**config.mk**
```make
export PLATFORM = sky130hd
export DESIGN_NAME = moving_average_deviation_unit
export DESIGN_NICKNAME = d
export VERILOG_FILES = /design/src/rtl/mad_pkg.sv /design/src/rtl/mad_ram.sv /design/src/rtl/mad_serdiv.sv /design/src/rtl/moving_average_deviation_unit.sv
export SDC_FILE = /design/constraint.sdc
export NUM_CORES = 1
export LEC_CHECK = 0
export BUFFER_PORTS_ARGS = -buffer_cell sky130_fd_sc_hd__buf_2
export CAP_MARGIN = 20
export CELL_PAD_IN_SITES_DETAIL_PLACEMENT = 0
export CELL_PAD_IN_SITES_GLOBAL_PLACEMENT = 2
export CORE_AREA = 2 2 318 320
export CTS_BUF_LIST = sky130_fd_sc_hd__clkbuf_8
export DETAILED_ROUTE_END_ITERATION = 16
export DIE_AREA = 0 0 320 322
export PLACE_DENSITY_LB_ADDON = 0.15
export SETUP_SLACK_MARGIN = 0.2
export SYNTH_ARGS = -nofsm -noshare
export SYNTH_HDL_FRONTEND = slang
export SYNTH_SLANG_ARGS = --single-unit
export TNS_END_PERCENT = 10
```
**constraint.sdc**
```tcl
create_clock -name clk -period 6.85 [get_ports clk]
set_input_delay 0.3425 -clock clk [delete_from_list [all_inputs] [get_ports clk]]
set_output_delay 0.3425 -clock clk [all_outputs]
set_load 0.03 [all_outputs]
```
**src/rtl/mad_pkg.sv**
```systemverilog
package mad_pkg;

  localparam int DEPTH    = 64;
  localparam int ADDR_W   = $clog2(DEPTH);
  localparam int CNT_W    = $clog2(DEPTH + 1);
  localparam int SAMPLE_W = 16;
  localparam int SUM_W    = SAMPLE_W + ADDR_W;
  localparam int WIN_W    = 7;
  localparam int AVG_W    = 16;
  localparam int DEV_W    = 17;
  localparam int STEP_W   = $clog2(SUM_W + 1);
  localparam int PADDR_W  = 2;
  localparam int PDATA_W  = 32;

  localparam logic [WIN_W-1:0] WIN_RESET = WIN_W'(64);

  typedef enum logic [0:0] {
    REG_WINDOW_LENGTH = 1'b0
  } reg_idx_t;

  typedef struct packed {
    logic             done;
    logic             neg;
    logic [SUM_W-1:0] mag;
  } div_res_t;

  // Zero acts as one, anything above the store depth saturates at the depth.
  function automatic logic [CNT_W-1:0] eff_window(input logic [WIN_W-1:0] wl);
    logic [CNT_W-1:0] w;
    if (wl == '0) begin
      w = CNT_W'(1);
    end else if ({{CNT_W{1'b0}}, wl} > {{WIN_W{1'b0}}, CNT_W'(DEPTH)}) begin
      w = CNT_W'(DEPTH);
    end else begin
      w = CNT_W'(wl);
    end
    return w;
  endfunction

endpackage

```
**src/rtl/mad_ram.sv**
```systemverilog
module mad_ram #(
  parameter int WIDTH = 16,
  parameter int DEPTH = 64
) (
  input  logic                     clk,
  input  logic                     we,
  input  logic [$clog2(DEPTH)-1:0] addr,
  input  logic [WIDTH-1:0]         wdata,
  output logic [WIDTH-1:0]         rdata
);

  logic [WIDTH-1:0] mem [DEPTH];
  logic [WIDTH-1:0] rdata_r;

  always_ff @(posedge clk) begin
    if (we) begin
      mem[addr] <= wdata;
    end
    rdata_r <= mem[addr];
  end

  assign rdata = rdata_r;

endmodule

```
**src/rtl/mad_serdiv.sv**
```systemverilog
module mad_serdiv (
  input  logic                                    clk,
  input  logic                                    rst_n,
  input  logic                                    start,
  input  logic signed [mad_pkg::SUM_W-1:0]        dividend,
  input  logic        [mad_pkg::CNT_W-1:0]        divisor,
  output mad_pkg::div_res_t                       res
);
  import mad_pkg::*;

  logic [CNT_W-1:0]  rem_r, rem_nxt;
  logic [SUM_W-1:0]  quo_r, quo_nxt;
  logic [CNT_W-1:0]  dsr_r, dsr_nxt;
  logic [STEP_W-1:0] cnt_r, cnt_nxt;
  logic              busy_r, busy_nxt;
  logic              done_r, done_nxt;
  logic              neg_r, neg_nxt;
  logic [CNT_W:0]    trial;
  logic              fits;
  logic [CNT_W:0]    diff;

  // Restoring division: one quotient bit per cycle, shifted in where the
  // dividend bits leave.
  always_comb begin
    trial    = {rem_r, quo_r[SUM_W-1]};
    fits     = trial >= {1'b0, dsr_r};
    diff     = trial - {1'b0, dsr_r};
    rem_nxt  = rem_r;
    quo_nxt  = quo_r;
    dsr_nxt  = dsr_r;
    cnt_nxt  = cnt_r;
    busy_nxt = busy_r;
    neg_nxt  = neg_r;
    done_nxt = 1'b0;
    if (start) begin
      quo_nxt  = dividend[SUM_W-1] ? SUM_W'(-dividend) : SUM_W'(dividend);
      rem_nxt  = '0;
      dsr_nxt  = divisor;
      neg_nxt  = dividend[SUM_W-1];
      cnt_nxt  = STEP_W'(SUM_W);
      busy_nxt = 1'b1;
    end else if (busy_r) begin
      rem_nxt = fits ? diff[CNT_W-1:0] : trial[CNT_W-1:0];
      quo_nxt = {quo_r[SUM_W-2:0], fits};
      cnt_nxt = cnt_r - STEP_W'(1);
      if (cnt_r == STEP_W'(1)) begin
        busy_nxt = 1'b0;
        done_nxt = 1'b1;
      end
    end
  end

  always_ff @(posedge clk) begin
    if (!rst_n) begin
      busy_r <= 1'b0;
      done_r <= 1'b0;
      cnt_r  <= '0;
    end else begin
      busy_r <= busy_nxt;
      done_r <= done_nxt;
      cnt_r  <= cnt_nxt;
    end
    rem_r <= rem_nxt;
    quo_r <= quo_nxt;
    dsr_r <= dsr_nxt;
    neg_r <= neg_nxt;
  end

  assign res.done = done_r;
  assign res.neg  = neg_r;
  assign res.mag  = quo_r;

endmodule

```
**src/rtl/moving_average_deviation_unit.sv**
```systemverilog
// Moving average with deviation.
// Input channel (in_valid/in_ready/in_sample): one signed 16-bit sample per
// transaction. Result channel (out_valid/out_ready/out_average/out_deviation):
// one result per sample, the average of the window and the sample minus it.
// The APB-style port holds window_length at byte address 0; a read returns it.
// Write it only while no sample is in flight.
// Sequence: the ring and running sum update in the cycle after acceptance, the
// bit-serial divider then works through the running sum one bit at a time,
// its done flag moves the controller to the output state, and that state loads
// the output register, which raises out_valid. in_ready returns together with
// the result, so a new sample is taken only once the previous result has been
// loaded. The divider takes most of that time.
// in_ready is high only while the block is idle. A finished result waits in
// the output register; a new sample may be accepted meanwhile, but its result
// is held back until the receiver takes the previous one.
// Reset (synchronous, rst_n low) empties the ring, clears the running sum and
// the write position, and sets window_length to 64. No clearing pass is
// needed: ring slots never written since reset read as zero.
module moving_average_deviation_unit (
  input  logic                                clk,
  input  logic                                rst_n,
  input  logic                                in_valid,
  output logic                                in_ready,
  input  logic signed [mad_pkg::SAMPLE_W-1:0] in_sample,
  output logic                                out_valid,
  input  logic                                out_ready,
  output logic signed [mad_pkg::AVG_W-1:0]    out_average,
  output logic signed [mad_pkg::DEV_W-1:0]    out_deviation,
  input  logic                                cfg_psel,
  input  logic                                cfg_penable,
  input  logic                                cfg_pwrite,
  input  logic        [mad_pkg::PADDR_W-1:0]  cfg_paddr,
  input  logic        [mad_pkg::PDATA_W-1:0]  cfg_pwdata,
  output logic        [mad_pkg::PDATA_W-1:0]  cfg_prdata,
  output logic                                cfg_pready
);
  import mad_pkg::*;

  typedef enum logic [1:0] {
    ST_IDLE,
    ST_UPDATE,
    ST_DIV,
    ST_OUT
  } state_t;

  state_t                    state_r, state_nxt;
  logic [WIN_W-1:0]          win_len_r, win_len_nxt;
  logic signed [SUM_W-1:0]   sum_r, sum_nxt;
  logic [ADDR_W-1:0]         wpos_r, wpos_nxt;
  logic [CNT_W-1:0]          hwm_r, hwm_nxt;
  logic                      full_r, full_nxt;
  logic signed [SAMPLE_W-1:0] sample_r, sample_nxt;
  logic                      out_valid_r, out_valid_nxt;
  logic signed [AVG_W-1:0]   out_avg_r, out_avg_nxt;
  logic signed [DEV_W-1:0]   out_dev_r, out_dev_nxt;

  logic                      cfg_wr;
  logic [CNT_W-1:0]          win;
  logic [CNT_W-1:0]          count;
  logic [SAMPLE_W-1:0]       ram_rdata;
  logic [SAMPLE_W-1:0]       old_val;
  logic                      ram_we;
  logic                      div_start;
  logic [CNT_W-1:0]          divisor;
  div_res_t                  div_res;
  logic signed [AVG_W-1:0]   avg_sat;

  assign cfg_wr     = cfg_psel & cfg_penable & cfg_pwrite & cfg_pready;
  assign cfg_pready = 1'b1;
  assign cfg_prdata = PDATA_W'(win_len_r);

  // window_length is the only register, at the byte address of its index.
  assign win_len_nxt = (cfg_wr && cfg_paddr == PADDR_W'(4 * int'(REG_WINDOW_LENGTH)))
                       ? cfg_pwdata[WIN_W-1:0] : win_len_r;

  assign win   = eff_window(win_len_r);
  assign count = CNT_W'(wpos_r) + CNT_W'(1);

  // Slots are always written upward from zero, so only slots below the
  // high-water mark have been written since reset.
  assign old_val = (CNT_W'(wpos_r) < hwm_r) ? ram_rdata : '0;

  assign ram_we    = (state_r == ST_UPDATE);
  assign div_start = (state_r == ST_UPDATE);
  assign divisor   = full_r ? win : count;

  mad_ram #(
    .WIDTH (SAMPLE_W),
    .DEPTH (DEPTH)
  ) u_ring (
    .clk   (clk),
    .we    (ram_we),
    .addr  (wpos_r),
    .wdata (sample_r),
    .rdata (ram_rdata)
  );

  mad_serdiv u_div (
    .clk      (clk),
    .rst_n    (rst_n),
    .start    (div_start),
    .dividend (sum_nxt),
    .divisor  (divisor),
    .res      (div_res)
  );

  // Saturate the quotient magnitude into the signed average range.
  always_comb begin
    if (div_res.neg) begin
      if (div_res.mag > SUM_W'(2 ** (AVG_W - 1))) begin
        avg_sat = {1'b1, {(AVG_W-1){1'b0}}};
      end else begin
        avg_sat = -$signed(div_res.mag[AVG_W-1:0]);
      end
    end else begin
      if (div_res.mag > SUM_W'(2 ** (AVG_W - 1) - 1)) begin
        avg_sat = {1'b0, {(AVG_W-1){1'b1}}};
      end else begin
        avg_sat = $signed(div_res.mag[AVG_W-1:0]);
      end
    end
  end

  always_comb begin
    state_nxt     = state_r;
    sum_nxt       = sum_r;
    wpos_nxt      = wpos_r;
    hwm_nxt       = hwm_r;
    full_nxt      = full_r;
    sample_nxt    = sample_r;
    out_valid_nxt = out_valid_r;
    out_avg_nxt   = out_avg_r;
    out_dev_nxt   = out_dev_r;
    if (out_valid_r && out_ready) begin
      out_valid_nxt = 1'b0;
    end
    unique case (state_r)
      ST_IDLE: begin
        if (in_valid) begin
          sample_nxt = in_sample;
          state_nxt  = ST_UPDATE;
        end
      end
      ST_UPDATE: begin
        sum_nxt = sum_r
                  - {{(SUM_W-SAMPLE_W){old_val[SAMPLE_W-1]}}, old_val}
                  + {{(SUM_W-SAMPLE_W){sample_r[SAMPLE_W-1]}}, sample_r};
        if (count >= win) begin
          wpos_nxt = '0;
          full_nxt = 1'b1;
        end else begin
          wpos_nxt = count[ADDR_W-1:0];
        end
        if (count > hwm_r) begin
          hwm_nxt = count;
        end
        state_nxt = ST_DIV;
      end
      ST_DIV: begin
        if (div_res.done) begin
          state_nxt = ST_OUT;
        end
      end
      ST_OUT: begin
        if (!out_valid_r || out_ready) begin
          out_valid_nxt = 1'b1;
          out_avg_nxt   = avg_sat;
          out_dev_nxt   = DEV_W'(sample_r) - DEV_W'(avg_sat);
          state_nxt     = ST_IDLE;
        end
      end
      default: state_nxt = ST_IDLE;
    endcase
  end

  always_ff @(posedge clk) begin
    if (!rst_n) begin
      state_r     <= ST_IDLE;
      win_len_r   <= WIN_RESET;
      sum_r       <= '0;
      wpos_r      <= '0;
      hwm_r       <= '0;
      full_r      <= 1'b0;
      out_valid_r <= 1'b0;
    end else begin
      state_r     <= state_nxt;
      win_len_r   <= win_len_nxt;
      sum_r       <= sum_nxt;
      wpos_r      <= wpos_nxt;
      hwm_r       <= hwm_nxt;
      full_r      <= full_nxt;
      out_valid_r <= out_valid_nxt;
    end
    sample_r  <= sample_nxt;
    out_avg_r <= out_avg_nxt;
    out_dev_r <= out_dev_nxt;
  end

  assign in_ready      = (state_r == ST_IDLE);
  assign out_valid     = out_valid_r;
  assign out_average   = out_avg_r;
  assign out_deviation = out_dev_r;

  a_wpos_below_hwm: assert property (@(posedge clk) disable iff (!rst_n)
    CNT_W'(wpos_r) <= hwm_r)
    else $error("write position is above the high-water mark");

  a_hwm_bounded: assert property (@(posedge clk) disable iff (!rst_n)
    hwm_r <= CNT_W'(DEPTH))
    else $error("high-water mark exceeds the ring depth");

  a_full_sticky: assert property (@(posedge clk) disable iff (!rst_n)
    !$fell(full_r))
    else $error("ring full flag cleared without reset");

  a_done_in_div: assert property (@(posedge clk) disable iff (!rst_n)
    div_res.done |-> state_r == ST_DIV)
    else $error("divider finished outside the divide state");

  a_accept_starts: assert property (@(posedge clk) disable iff (!rst_n)
    in_valid && in_ready |=> state_r == ST_UPDATE)
    else $error("accepted sample did not start an update");

endmodule
```
Word-level counts from Yosys, hierarchy flattened
Memories as Yosys holds them, arrays and structs flattened. A register that Yosys moved wholly into a read port is not among the register bits.
Index checks and enable logic that the tools add are counted.
{"block": "classes", "n_addsub": 8, "magnitude_cmp": 7, "n_eq_ne": 7, "muxes": 28, "bitwise": 4, "reduce_logical": 15}
{"operator": "$mux W22", "count": 4}
{"operator": "$mux W16", "count": 4}
{"operator": "$mux W7", "count": 4}
{"operator": "$add A22 B22 Y22", "count": 1}
{"operator": "$gt A22 B15 Y1 const B", "count": 1}
{"operator": "$gt A22 B16 Y1 const B", "count": 1}
{"operator": "$neg A22 Y22", "count": 1}
{"operator": "$sub A22 B22 Y22", "count": 1}
{"operator": "$sub A16 B16 Y17", "count": 1}
{"operator": "$neg A16 Y16", "count": 1}
{"operator": "$mux W5", "count": 2}
{"operator": "$mux W1", "count": 9}
{"operator": "$ge A8 B7 Y1", "count": 1}
{"operator": "$pmux W2 S4", "count": 1}
{"operator": "$reduce_and A2 Y1", "count": 4}
{"operator": "$add A6 B1 Y7 const B", "count": 1}
{"operator": "$ge A7 B7 Y1", "count": 1}
{"operator": "$gt A7 B7 Y1", "count": 1}
{"operator": "$gt A7 B7 Y1 const B", "count": 1}
{"operator": "$logic_not A7 Y1", "count": 1}
{"operator": "$lt A6 B7 Y1", "count": 1}
{"operator": "$sub A7 B7 Y7", "count": 1}
{"operator": "$mux W2", "count": 3}
{"operator": "$mux W6", "count": 1}
{"operator": "16 further kinds", "count": 22}
{"block": "totals", "ff_bits": 139, "ramBits": 1024, "in_bits": 57, "out_inout_bits": 68, "n_memories": 1}
{"memory": "u_ring.mem", "depth": 64, "width": 16, "read_ports": 1, "rd_ports_with_merged_regs": 1, "wr": 1, "line_no": "mad_ram.sv:12", "rtl": "logic [WIDTH-1:0] mem [DEPTH];"}

Logic depth before layout (Yosys ltp)
Gate-level depths: netlist (run 1).
{"block": "depth", "word_depth": 8, "depth_mapped": 26, "depth_no_buf": 23}

By module
A second synthesis (run 1) with hierarchy kept.
{"block": "hier_totals", "hier_cells": 3398, "area_unflattened_um2": 49791.5}
{"module": "mad_ram", "instances": 1, "cells_each": 2264, "area_each_um2": 39480.4, "seq_area_each_um2": 31069.8}
{"module": "moving_average_deviation_unit", "instances": 1, "cells_each": 839, "area_each_um2": 7509.7, "seq_area_each_um2": 2392.3}
{"module": "mad_serdiv", "instances": 1, "cells_each": 295, "area_each_um2": 2801.4, "seq_area_each_um2": 1181.1}

Worst setup path after synthesis (run 1)
OpenSTA, ideal clock, no wires.
{"block": "synth_path", "kind": "flip-flop to flip-flop", "start": "reg wpos_r[0]", "end": "reg u_div.quo_r[19], data pin", "t_arrival_ns": 5.068, "t_required_ns": 6.579, "slack_ns": 1.511, "stages_incl_launch_ff": 27, "period_less_slack_ns": 5.339, "path_cell_list": "dfxtp_1 inv_1 ha_1 inv_1 a21o_1 a21oi_1 o21ai_0 o21ai_0 a21oi_1 clkbuf_1 nor2b_1 fa_1 inv_1 ha_1 buf_4 nand4_4 or4_4 nand4_4 a21o_1 a41oi_1 or4_1 buf_2 and2_4 buf_6 clkbuf_1 o211ai_1 o311ai_1"}
{"block": "synth_via", "elab_chain_cells": 8}
{"item": "from (decl)", "line_no": "moving_average_deviation_unit.sv:49", "rtl": "logic [ADDR_W-1:0] wpos_r, wpos_nxt;"}
{"item": "from (signal assigned)", "line_no": "moving_average_deviation_unit.sv:189", "rtl": "wpos_r <= wpos_nxt;"}
{"item": "$lt A6 B7 Y1 *", "line_no": "moving_average_deviation_unit.sv:81", "rtl": "assign old_val = (CNT_W'(wpos_r) < hwm_r) ? ram_rdata : '0;"}
{"item": "$mux W16 *", "line_no": "moving_average_deviation_unit.sv:81"}
{"item": "$sub A22 B22 Y22 *", "line_no": "moving_average_deviation_unit.sv:146", "rtl": "- {{(SUM_W-SAMPLE_W){old_val[SAMPLE_W-1]}}, old_val}"}
{"item": "$add A22 B22 Y22 *", "line_no": "moving_average_deviation_unit.sv:147", "rtl": "+ {{(SUM_W-SAMPLE_W){sample_r[SAMPLE_W-1]}}, sample_r};"}
{"item": "$mux W22 *", "line_no": "moving_average_deviation_unit.sv:137", "rtl": "unique case (state_r)"}
{"item": "$neg A22 Y22", "line_no": "mad_serdiv.sv:36", "rtl": "quo_nxt = dividend[SUM_W-1] ? SUM_W'(-dividend) : SUM_W'(dividend);"}
{"item": "$mux W22 *", "line_no": "mad_serdiv.sv:36"}
{"item": "$mux W22 *", "line_no": "mad_serdiv.sv:35", "rtl": "if (start) begin"}
{"item": "named net u_div.quo_nxt[19]", "line_no": "mad_serdiv.sv:12", "rtl": "logic [SUM_W-1:0] quo_r, quo_nxt;"}
{"item": "to (signal assigned)", "line_no": "mad_serdiv.sv:64", "rtl": "quo_r <= quo_nxt;"}
{"item": "to (decl)", "line_no": "mad_serdiv.sv:12"}
Mark *: on every way through the listed nets, which the timed path passes. The rest lies on a longest branch.
A chain may end at the register's enable or synchronous reset.

Final worst setup path (run 1)
{"block": "layout_path", "start": "reg wpos_r[1]", "end": "reg u_div.quo_r[20], data pin"}
The elaborated chain is that of the path after synthesis.

==> flow_summary.yaml, run 1 <==
status:
  status: "complete, no violations"
global_route:
  overflow: 0
  grt_antenna_before_repair: 4
  grt_pass1_wl_mm: 197
  grt_use_total: 0.264
  grt_max_degree: 81
  grt_pass1_vias: 29200
cts:
  cts.path.max_buffers: 3
  cts.reportedPaths.clkPinSlew_ns: 0.06
  insertion_delay_ns: 0.89
  cts_tree: "built"
  numCtsBuffers: 190
  htreeDepth: 4
  cts.sinks: 1179
  root_buffer: "clkbuf_8"
floorplanning:
  die-area_mm2: 0.103
  initial_core_util: 0.477
  ios: 125
  die_h_um: 322
  core_area_mm2: 0.0996
  num_rows: 116
  die-width_um: 320
drt:
  routed_wirelength_mm: 136
  drc_errors: 0
  detail-route-antenna-nets: 0
  dr.pass1.iters: 8
  vias_per_cell: 6.10
  vias: 29400
  wl_per_cell_um: 28.3
  drt_iter0_drc: 2999
logic_synthesis:
  ys_types: 73
  netlist_instances: 3142
  synth-seq-area-share: 0.730
  yosys.cell_count.top_type: "edfxtp_1"
  syn_avg_cell_area_um2: 15.1
  synth-edff-count: 1103
  ys_ff_latch: 1179
  synth_mux_area_frac: 0.00469
  synth_xor_area_frac: 0.00775
  synth_top_area_frac: 0.698
  synth_top_area_cell: "edfxtp_1"
  synth_warnings: 0
  synth_compound_area_frac: 0.142
  async_flop_share: 0
  synthAdderAreaFrac: 0.0292
  ys.flop_type: "edfxtp_1"
  synth_top_family_by_area: "compound AO/OA/AOI/OAI gates"
  synthSimpleGateAreaFrac: 0.0563
  synth_area_leaders: "edfxtp_1 (70%), a22oi_1 (5.7%), dfxtp_1 (3.2%), ha_1 (2.0%), a221oi_1 (1.5%)"
  netlist_top_cells_count: "edfxtp_1 (1103), a22oi_1 (363), nor2_1 (168)"
  syn-cell-area_mm2: 0.0474
worst_hold_path:
  min_to: "win_len_r[3]"
  hp-start: "cfg_penable"
  hold_depth: 4
  holdCritPathClass: "primary input to flip-flop"
placement:
  gp_congestion: 0.843
  place_area_mm2: 0.0497
  io_buffers: 73
  dpl.hpwl_mm: 78.2
worst_setup_path:
  start_kind: "flip-flop"
  end_kind: "flip-flop"
  rr_endpoint: "u_div.quo_r[20]"
  regToRegSetupSlack_ns: 0.55
  cp.required_ns: 7.47
  cp_max_fo: 16
  r2r_cells: 20
  reg2reg_from: "wpos_r[1]"
  path_class: "flip-flop to flip-flop"
  worstPathArrival_ns: 6.92
power_and_ir_drop:
  power.density_mw_per_mm2: 436
  p_leak_nw: 17.9
  vdd_drop_max_uv: 301
timing:
  setup_violations: 0
  post-route-period-util: 0.920
  skew_ns: 0.0489
  slew_viol_final: 0
  maxSlewHeadroom: 0.245
  worstMarginPinSlew_ns: 1.12
  fin_setup_tns_ns: 0
  rsz0062_at_grt: "no"
  fmax_mhz: 159
  fin_crit_ns: 6.30
  hold_viol_final: 0
cells_and_area:
  area_delta_synth_final_pct: 12.6
  stdcell_area_mm2: 0.0534
  n_fill_cell: 8173
  finish.utilization: 0.537
  fin_nets: 3526
  drive_gt1_frac: 0.132
flow_run:
  maxCapViolCount: 0
-- sequential cells by signal, summed over array words and instances, names as in the netlist, 6 cells and up --
| name | cells |
|---|---|
| u_div.quo_r | 22 |
| u_ring.mem | 1024 |
| wpos_r | 6 |
| win_len_r | 7 |
| sum_r | 22 |
| hwm_r | 7 |
| u_div.rem_r | 7 |
| u_div.dsr_r | 7 |
| u_ring.rdata | 16 |
| out_deviation | 17 |
| out_average | 16 |
| sample_r | 16 |
-- layer usage --
layer	global-route usage	vias to the layer above	share of wire
met5	0	-	0
met4	0.0913	0	0.030
met3	0.0538	229	0.079
met2	0.439	1255	0.49
met1	0.346	14900	0.40
li1	-	13000	-
-- per-stage QoR --
| step | hold WS [ns] | setup WS [ns] | cells | power, mW |
|---|---|---|---|---|
| after floorplan | 0.441 | 1.51 | 3166 | 15.1 |
| after global placement | 0.462 | 0.700 | 4451 | 17.7 |
| after detailed placement | 0.461 | 0.605 | 4451 | 17.8 |
| after CTS | 0.0495 | 0.572 | 4820 | 23.4 |
| after global routing | 0.135 | 0.144 | 4823 | 24.7 |
| final | 0.147 | 0.550 | 4825 | 23.3 |
-- final cells by class --
| type | count | area, um^2 | share of cell area |
|---|---|---|---|
| tap | 1298 | 1620 | 0.0304 |
| sequential | 1179 | 34600 | 0.648 |
| multi-input combinational | 1641 | 11500 | 0.216 |
| clock inverter | 150 | 818 | 0.0153 |
| antenna | 5 | 12.5 | 0.000234 |
| timing repair buffer | 225 | 1660 | 0.0311 |
| inverter | 135 | 507 | 0.00948 |
| clock buffer | 192 | 2640 | 0.0494 |
-- placed cells by master (no fill, tap or decap), types with 11 or more instances in the layout --
| master | count |
|---|---|
| nor3_1 | 33 |
| inv_1 | 197 |
| a221oi_1 | 81 |
| nand2_1 | 104 |
| nor2b_1 | 28 |
| nor2_1 | 166 |
| o311ai_0 | 13 |
| nand3_1 | 40 |
| clkinv_2 | 27 |
| nand4_1 | 54 |
| buf_2 | 73 |
| buf_4 | 118 |
| conb_1 | 26 |
| a41oi_1 | 16 |
| clkinv_1 | 40 |
| nor4_1 | 14 |
| clkbuf_8 | 192 |
| fa_1 | 23 |
| a211oi_1 | 19 |
| edfxtp_1 | 1103 |
| o21ai_0 | 53 |
| a22oi_1 | 363 |
| or3_1 | 22 |
| a31oi_1 | 78 |
| ha_1 | 73 |
| a21o_1 | 24 |
| a21oi_1 | 104 |
| dfxtp_1 | 76 |
| xor2_1 | 11 |
| a22o_1 | 79 |
| mux2i_1 | 20 |
| o311a_1 | 11 |
| dlygate4sd3_1 | 27 |
| xnor2_1 | 31 |
| nand2b_1 | 12 |
-- worst max path at each step --
stage | start | end | slack, ns | depth (start not counted)
3_3_place_gp | wpos_r[1] | u_div.quo_r[20] | 0.70 | 20
2_1_floorplan | wpos_r[0] | u_div.quo_r[19] | 1.51 | 26
3_5_place_dp | wpos_r[1] | u_div.quo_r[20] | 0.60 | 20
5_1_grt | wpos_r[1] | u_div.quo_r[20] | 0.14 | 20
4_1_cts | wpos_r[1] | u_div.quo_r[20] | 0.57 | 20
6_report | wpos_r[1] | u_div.quo_r[20] | 0.55 | 20
-- where the power goes --
| group | leakage [nW] | total, mW | internal (mW) | switching [mW] |
|---|---|---|---|---|
| Clock | 2.01 | 5.56 | 2.78 | 2.78 |
| Sequential | 10.6 | 9.01 | 8.72 | 0.287 |
| Combinational | 5.30 | 8.71 | 2.97 | 5.74 |
| Total | 17.9 | 23.3 | 14.5 | 8.81 |
-- worst max-delay path, stage by stage, from the launching register on --
cell	delay, ns
dfxtp_1	0.70
ha_1	0.35
a21o_1	0.18
a21oi_1	0.20
o21ai_0	0.11
o21ai_0	0.16
a21oi_1	0.09
buf_4	0.19
nor2b_1	0.16
fa_1	0.42
inv_1	0.06
ha_1	0.35
and3_1	0.28
a221oi_2	0.57
or4_1	0.20
o311ai_0	0.17
a2111oi_1	0.68
o21ai_0	0.33
a2111oi_0	0.53
mux2i_1	0.25
nand2_1	0.07
-- logic make-up after synthesis --
group | Yosys count
DFF | 1179
AOI/OAI and AO/OA | 917
and+or+nand+nor | 537
buffers and inverters | 346
adders and majority gates | 97
xor gates and xnor gates | 42
muxes | 22
other | 2
-- what timing repair did --
| action | CTS | global route |
|---|---|---|
| endpoints found under the setup margin | 0 | 1 |
| hold endpoints to repair | 34 | 0 |
| gates resized for setup | 0 | 2 |
| setup buffers | 0 | 0 |
| hold buffers | 27 | 0 |
(Power assumes the default switching activity.)
==> run 2, diff against run 1 <==
RECOVER_POWER = 100   (was default)
==> flow_summary.yaml, run 2 (synthesis gave the netlist of run 1 again) <==
cts:
  cts.path.max_buffers: 3
  htreeDepth: 4
  cts_tree: "built"
  insertion_delay_ns: 0.90
  cts.sinks: 1179
  cts.reportedPaths.clkPinSlew_ns: 0.06
  numCtsBuffers: 190
  root_buffer: "clkbuf_8"
cells_and_area:
  final_cell_mix: "edfxtp_1 (1103), a22oi_1 (363), inv_1 (197)"
  area_delta_synth_final_pct: 11.7
  finish.utilization: 0.532
  drive_gt1_frac: 0.0906
  largest_reg_flops: 1024
  top_regs: "u_ring.mem x1024, sum_r x22, u_div.quo_r x22"
  fin_nets: 3526
  finalNonFillerCells: 4825
  final_common_cell: "edfxtp_1"
  max_flop_register: "u_ring.mem"
placement:
  io_buffers: 73
  dp_slack_ns: 0.605
  gp_congestion: 0.843
  dp.cells: 4451
  dpl.hpwl_mm: 78.2
worst_setup_path:
  cp.required_ns: 7.47
  crit_path_max_incr_delay_ns: 0.69
  crit_chain: "ha_1 -> a21o_1 -> a21oi_1 -> o21ai_0 -> o21ai_0 -> a21oi_1 -> buf_4 -> nor2b_1 -> fa_1 -> inv_1 -> ha_1 -> a211oi_1 -> or4_1 -> nand4_1 -> a21o_1 -> a2111oi_1 -> o21ai_0 -> a2111oi_0 -> mux2i_1 -> nand2_1"
  cp_common_cell: "o21ai_0"
  start_kind: "flip-flop"
  reg2reg_from: "wpos_r[1]"
  end_kind: "flip-flop"
  cp-startpoint: "wpos_r[1]"
  worstPathArrival_ns: 6.94
  regToRegSetupSlack_ns: 0.53
  rr_endpoint: "u_div.quo_r[20]"
  path_class: "flip-flop to flip-flop"
  cp_max_fo: 16
  critPathSlowestCell: "dfxtp_1"
  r2r_cells: 20
timing:
  fin_setup_tns_ns: 0
  setup_violations: 0
  fin_crit_ns: 6.32
  skew_ns: 0.0506
  rsz0062_at_grt: "no"
  worstMarginPinSlew_ns: 3.88
  fmax_mhz: 158
  maxSlewHeadroom: -1.59
  hold_viol_final: 0
  setup_ws_ns: 0.526
  post-route-period-util: 0.923
  slew_viol_final: 1296
drt:
  routed_wirelength_mm: 137
  drc_errors: 0
  detail-route-antenna-nets: 0
  vias: 29400
  wl_met3_mm: 11.0
  drt_iter0_drc: 2896
  dr.pass1.iters: 6
  routed-wl-met2_mm: 66.2
  vias_per_cell: 6.10
  highest_layer: "met4"
  wl_per_cell_um: 28.3
  wirelength_met1_mm: 54.8
status:
  violations: "max-capacitance violations, max-slew violations"
  status: "finished with violations"
floorplanning:
  num_rows: 116
  die-width_um: 320
  die_h_um: 322
  die-area_mm2: 0.103
  core_area_mm2: 0.0996
  ios: 125
  initial_core_util: 0.477
worst_hold_path:
  hold_depth: 4
  holdCritPathClass: "primary input to flip-flop"
  min_to: "win_len_r[3]"
  hp-start: "cfg_penable"
global_route:
  grt_max_degree: 81
  grt_pass1_wl_mm: 197
  grt_pass1_vias: 29200
  overflow: 0
  grt_antenna_before_repair: 4
  grt_use_total: 0.264
power_and_ir_drop:
  vdd_drop_max_uv: 300
  power.total_mw: 23.2
  power.density_mw_per_mm2: 438
  p_leak_nw: 17.3
flow_run:
  maxCapViolCount: 23
## run 2: report_power, final
| part | leakage, nW | switching (mW) | internal, mW |
|---|---|---|---|
| combinational | 4.77 | 5.68 | 2.88 |
| sequential | 10.6 | 0.286 | 8.80 |
| clock | 2.01 | 2.79 | 2.78 |
| total | 17.3 | 8.76 | 14.5 |
## run 2: critical path: cells and delay by family, from the launching register on
kind | cells | cell delay, ns
AND/OR/NAND/NOR | 4 | 0.77
multiplexers | 1 | 0.25
adder cells (fa/ha/maj) | 3 | 1.00
flip-flops | 1 | 0.69
AO/OA/AOI/OAI | 10 | 3.08
buffers and inverters | 2 | 0.28
## run 2: worst max path at each step
stage                 endpoint  slack, ns  cells past startpoint
6_report       u_div.quo_r[20]       0.53                     20
5_1_grt        u_div.quo_r[20]       0.10                     20
4_1_cts        u_div.quo_r[20]       0.57                     20
3_5_place_dp   u_div.quo_r[20]       0.60                     20
3_3_place_gp   u_div.quo_r[20]       0.70                     20
2_1_floorplan  u_div.quo_r[19]       1.51                     26
## run 2: timing repair
item,in CTS,in global routing
setup endpoints to repair,0,1
hold buffers,27,0
gates resized for setup,0,2
setup buffers,0,0
endpoints found under the hold margin,34,0
## run 2: cell type report
| type | instances | area (um^2) |
|---|---|---|
| multi-input combinational | 1641 | 11500 |
| clock buffer | 192 | 2640 |
| timing repair buffer | 225 | 1260 |
| sequential | 1179 | 34600 |
| fill | 8273 | 46600 |
| tap | 1298 | 1620 |
| inverter | 135 | 507 |
| clock inverter | 150 | 818 |
| antenna | 5 | 12.5 |
## run 2: stage by stage
stage / instance area, um^2 / hold slack [ns]
floorplan: 47500 / 0.441
global placement: 49700 / 0.462
detailed placement: 49700 / 0.461
CTS: 53400 / 0.0495
global route: 53000 / 0.135
finish: 53000 / 0.142
## run 2: metal layers
layer	vias to the layer above	track usage
met2	1309	0.439
met4	0	0.0913
met5	-	0
met3	255	0.0538
met1	14800	0.346
li1	13000	-
